==> src/design/skt_pkg.sv <==
// Shared types and constants for the sorted key table.
// Holds operation and status codes and the controller command and state types.
// No dependencies.
package skt_pkg;

  localparam int KeyWords = 8;
  localparam int KeyBits = 64 * KeyWords;
  localparam int DefaultCapacity = 8;

  typedef enum logic [1:0] {
    OP_INSERT = 2'd0,
    OP_REMOVE = 2'd1,
    OP_LOOKUP = 2'd2,
    OP_UNUSED = 2'd3
  } op_t;

  typedef enum logic [1:0] {
    STATUS_DONE  = 2'd0,
    STATUS_FULL  = 2'd1,
    STATUS_RANGE = 2'd2
  } status_t;

  typedef enum logic [1:0] {
    ST_IDLE,
    ST_EXEC,
    ST_RESP
  } state_t;

  typedef struct packed {
    logic capture;
    logic execute;
  } cmd_t;

endpackage

==> src/design/skt_ctrl.sv <==
// Controller state machine for the sorted key table.
// Sequences capture, execution and response; uses skt_pkg.
module skt_ctrl import skt_pkg::*; (
  input  logic clk,
  input  logic rst,
  input  logic in_valid,
  output logic in_stall,
  output logic out_valid,
  input  logic out_stall,
  output cmd_t cmd
);

  state_t state;
  state_t state_next;

  always_ff @(posedge clk) begin
    if (rst) begin
      state <= ST_IDLE;
    end else begin
      state <= state_next;
    end
  end

  always_comb begin
    state_next = state;
    cmd = '0;
    in_stall = 1'b1;
    out_valid = 1'b0;
    case (state)
      ST_IDLE: begin
        in_stall = 1'b0;
        if (in_valid) begin
          cmd.capture = 1'b1;
          state_next = ST_EXEC;
        end
      end
      ST_EXEC: begin
        cmd.execute = 1'b1;
        state_next = ST_RESP;
      end
      ST_RESP: begin
        out_valid = 1'b1;
        if (!out_stall) begin
          state_next = ST_IDLE;
        end
      end
      default: state_next = ST_IDLE;
    endcase
  end

  assert property (@(posedge clk) disable iff (rst) cmd.capture |=> cmd.execute)
    else $error("execute must follow capture");
  assert property (@(posedge clk) disable iff (rst) cmd.execute |=> out_valid)
    else $error("response must follow execute");
  assert property (@(posedge clk) disable iff (rst) out_valid |-> in_stall)
    else $error("input taken while a response waits");

endmodule

==> config.mk <==
export PLATFORM = sky130hd
export DESIGN_NAME = skt_ctrl
export DESIGN_NICKNAME = d
export VERILOG_FILES = /design/src/design/skt_pkg.sv /design/src/design/skt_ctrl.sv
export SDC_FILE = /design/constraint.sdc
export NUM_CORES = 1
export LEC_CHECK = 0
export BUFFER_PORTS_ARGS = -buffer_cell sky130_fd_sc_hd__buf_2
export CAP_MARGIN = 20
export CORE_AREA = 2 2 39 41
export CTS_BUF_LIST = sky130_fd_sc_hd__clkbuf_8 sky130_fd_sc_hd__clkbuf_16
export CTS_CLUSTER_SIZE = 40
export DETAILED_ROUTE_END_ITERATION = 12
export DIE_AREA = 0 0 41 43
export PLACE_DENSITY = 0.3
export SYNTH_ARGS = -nofsm -noshare
export SYNTH_HDL_FRONTEND = slang
export SYNTH_SLANG_ARGS = --single-unit
==> constraint.sdc <==
create_clock -name clk -period 2.1 [get_ports clk]
set_input_delay 0.42 -clock clk [delete_from_list [all_inputs] [get_ports clk]]
set_output_delay 0.42 -clock clk [all_outputs]
set_load 0.02 [all_outputs]
Word-level counts from Yosys, hierarchy flattened
Cells that the tools add are included.

Flip-flop bits (word level): 2. Input port bits: 4. Logic and storage cells: 15.

Eq/ne operators: 4. Mux-type cells: 8. Reduce and logical (&&, ||, !) cells: 2.

Operators by type and width (number): case mux 2 bit (3 select lines) (1); 2-to-1 mux 1 bit (5); 2-to-1 mux 2 bit (2); inequality test 2 bit, second input constant (2); equality test 2 x 1 -> 1 bit, second input constant (1); equality test 2 bit, second input constant (1); logical NOT 2 bit (1); AND reduction 2 bit (1).

Logic depth before layout (Yosys ltp)
Depth after elaboration: 3. Depth in mapped cells: 3.

Least setup slack after synthesis
OpenSTA, ideal clock, no wires.

Path type: in2out. Start point: input in_valid. End point: output cmd[1] (netlist bit). Arrival: 0.758 ns. Required time: 1.680 ns. Setup slack: 0.922 ns. Stages on the path: 1. Cells stage by stage: nor3b_2.

Cells in the longest elaborated chain, start to end: 2.

RTL lines: start, declared (RTL line skt_ctrl.sv:6) `input logic in_valid,`; 2-to-1 mux 1 bit (RTL line skt_ctrl.sv:32) `if (in_valid) begin`; 2-to-1 mux 1 bit (RTL line skt_ctrl.sv:29) `case (state)`; end, declared (RTL line skt_ctrl.sv:10) `output cmd_t cmd`.

No other way between the ends.

Worst setup path in the final report
Start point: register state[0]. End point: output in_stall.

Cells in the longest elaborated chain, start to end: 2.

RTL lines: start, declared (RTL line skt_ctrl.sv:13) `state_t state;`; start signal, assigned (RTL line skt_ctrl.sv:20) `state <= state_next;`; logical NOT 2 bit (RTL line skt_ctrl.sv:29); 2-to-1 mux 1 bit (RTL line skt_ctrl.sv:29); end, declared (RTL line skt_ctrl.sv:7) `output logic in_stall,`.

No other way between the ends.

==> qor.csv <==
stage;metric;value;unit
detailed_routing;detail-route-antenna-nets;0;
sta;slew_headroom;88.7;%
synthesis;yosys_warnings;0;
finish;postLayoutCoreUtil;14.1;%
synthesis;synth_area_leaders;dfxtp_1 (38%), and2b_2 (16%), nor3b_2 (12%), buf_4 (7.1%), nand3b_1 (7.1%);
finish;seq_area;40.0;µm²
cts;cts_buffer_depth;2;
floorplan;die_w;41;µm
sta;min_period;1410;ps
finish;fillCellCount;163;
global_route;top_usage_layer;met4;
status;outcome;finished, final reports clean;
global_route;use_met2;3.75;%
cts;post_cts_buffers;0;
worst_setup_path;critPathSlowestCell;dfxtp_1;
sta;rsz0062_at_grt;false;
floorplan;placementRows;14;
detailed_routing;drc;0;
power;intPower;173;µW
worst_setup_path;end_kind;primary output;
sta;worstMarginPinSlew;169;ps
cts;clk_latency;210;ps
finish;diodes;0;
sta;fin_crit_sh;67.0;%
worst_setup_path;cp.required;1680;ps
global_route;antenna_found_initial;0;
detailed_routing;avgViaCountPerCell;2.86;
detailed_routing;wl;260;µm
sta;max_freq;711;MHz
place;port_buffers;7;
min_path;hp-start;rst;
place;place.gp.congestion;0.558;
synthesis;synth-edff-count;0;
detailed_routing;first_iter_violations;0;
synthesis;synthArstFlopShare;0;%
synthesis;ys_types;9;
detailed_routing;drt_first_pass_iters;1;
detailed_routing;num_vias;103;
power;irDropWorstVdd;0.000293;V
floorplan;start_util;7.69;%
global_route;met1_usage;5.75;%
finish;largest_register_ffs;2;
detailed_routing;wl_per_cell;7.22;µm
power;pwr-share-seq;20.0;%
power;pwr-share-clk;68.4;%
worst_setup_path;crit_arrival;990;ps
synthesis;ys_ff_latch;2;
global_route;grt_pass1_vias;126;
cts;numCtsBuffers;3;
synthesis;synth_cells;11;
synthesis;synth_area;106;µm²
synthesis;syn_avg_cell_area;9.67;µm²
worst_setup_path;path_cells;or2_2 -> buf_2;
global_route;grt_util_met3;3.66;%
worst_setup_path;r2r-start;state[0];
global_route;grt.total_usage;4.61;%
cts;clkTransAtPathRegs;30;ps
power;comb_power_share;11.6;%
finish;reg_top3;state (2);
finish;syn2layout_area_growth;83.5;%
sta;finalMaxSlewViolations;0;
finish;regMostFlops;state;
sta;setup_violations;0;
global_route;overflow;0;
run;drv_cap;0;
worst_setup_path;path_buf_inv;1;
global_route;grt_pass1_wl;476;µm
floorplan;die_y;43;µm
sta;tns;0;ps
finish;drive_above_1_share;70.0;%
power;p_sw;43.6;µW
cts;clock-sinks;2;
cts;cts_max_level;1;
synthesis;synth_top_cell_area_share;37.6;%
worst_setup_path;critPathTopFamily;flip-flops;
cts;cts_resized;0;
cts;cts_hold_buf;0;
global_route;grt_max_degree;6;
cts;cts_tree;yes;
sta;hold_viol_final;0;
floorplan;fp.dieArea;1760;µm²
min_path;hold_path.class;input pin to flip-flop;
power;power_density;1110;nW/µm²
synthesis;synth_area_leader_cell;dfxtp_1;
power;p_sw_share;20.1;%
synthesis;syn_nets;15;
synthesis;synthFlopType;dfxtp_1;
floorplan;pin_count;8;
finish;multiInputGateArea;55.1;µm²
synthesis;ys_seq_area_share;37.6;%
cts;cts_root_buffer;clkbuf_8;
finish;nNetsFinal;26;
worst_setup_path;critPathLaunchType;flip-flop;
sta;finalClockSkew;1.80;ps
floorplan;core-area;1380;µm²
worst_setup_path;cp_max_fo;5;
worst_setup_path;crit_type;flip-flop to primary output;
power;p_leak;0.000103;µW
synthesis;ys_top_cells_by_count;and2b_2 (2), dfxtp_1 (2);
worst_setup_path;cp-startpoint;state[0];
worst_setup_path;cp_slowest_stage_delay;330;ps
[cell type report]
class                           count  area share (%)
Tap cell                           16            10.3
Multi-Input combinational cell      7            28.2
Sequential cell                     2            20.5
Timing Repair Buffer                7            17.9
Inverter                            1            1.92
Clock buffer                        3            21.2
[logic make-up after synthesis]
group                  synth area share [%]
flip-flops                             37.6
AO/OA/AOI/OAI                          4.70
AND/OR/NAND/NOR                        47.1
buffers and inverters                  10.6
[power by group through the flow]
| stage | Combinational [µW] | Sequential, µW | Clock (µW) |
|---|---|---|---|
| 6_report | 25.2 | 43.4 | 148 |
| 5_1_grt | 27.7 | 43.9 | 157 |
| 4_1_cts | 25.5 | 43.4 | 154 |
| 3_5_place_dp | 25.4 | 43.9 | 0 |
| 3_3_place_gp | 25.1 | 43.7 | 0 |
| 2_1_floorplan | 18.2 | 43.2 | 0 |
[through the flow]
stage          instance area (µm²)  total power [µW]  setup WS (ps)  std cells  hold slack [ps]
6_report                       195               217            693         36              378
5_1_grt                        195               229            647         36              387
4_1_cts                        195               223            678         36              372
3_5_place_dp                   154              69.3            818         33              520
3_3_place_gp                   154              68.7            850         33              508
2_1_floorplan                  106              61.4            922         11              489
[worst paths after layout]
| kind | end | slack, ps | cells after the start |
|---|---|---|---|
| min reg2reg | state[1] | 530 | 2 |
| max | in_stall | 690 | 2 |
| max reg2reg | state[0] | 1340 | 2 |
| min | state[1] | 380 | 2 |
[cells in the final DEF (no fill, tap or decap)]
cell,n
dfxtp_1,2
or2_2,1
a21oi_1,1
inv_1,1
nand3b_1,1
nor3b_2,1
clkbuf_8,3
nand2b_1,1
buf_2,7
and2b_2,2
[layer usage]
metal | vias to the layer above | part of all wire [%]
met4 | 0 | 0
li1 | 52 | -
met3 | 0 | 23
met1 | 43 | 46
met5 | - | 0
met2 | 8 | 30
No activity file was read; power rests on OpenSTA's default activity.
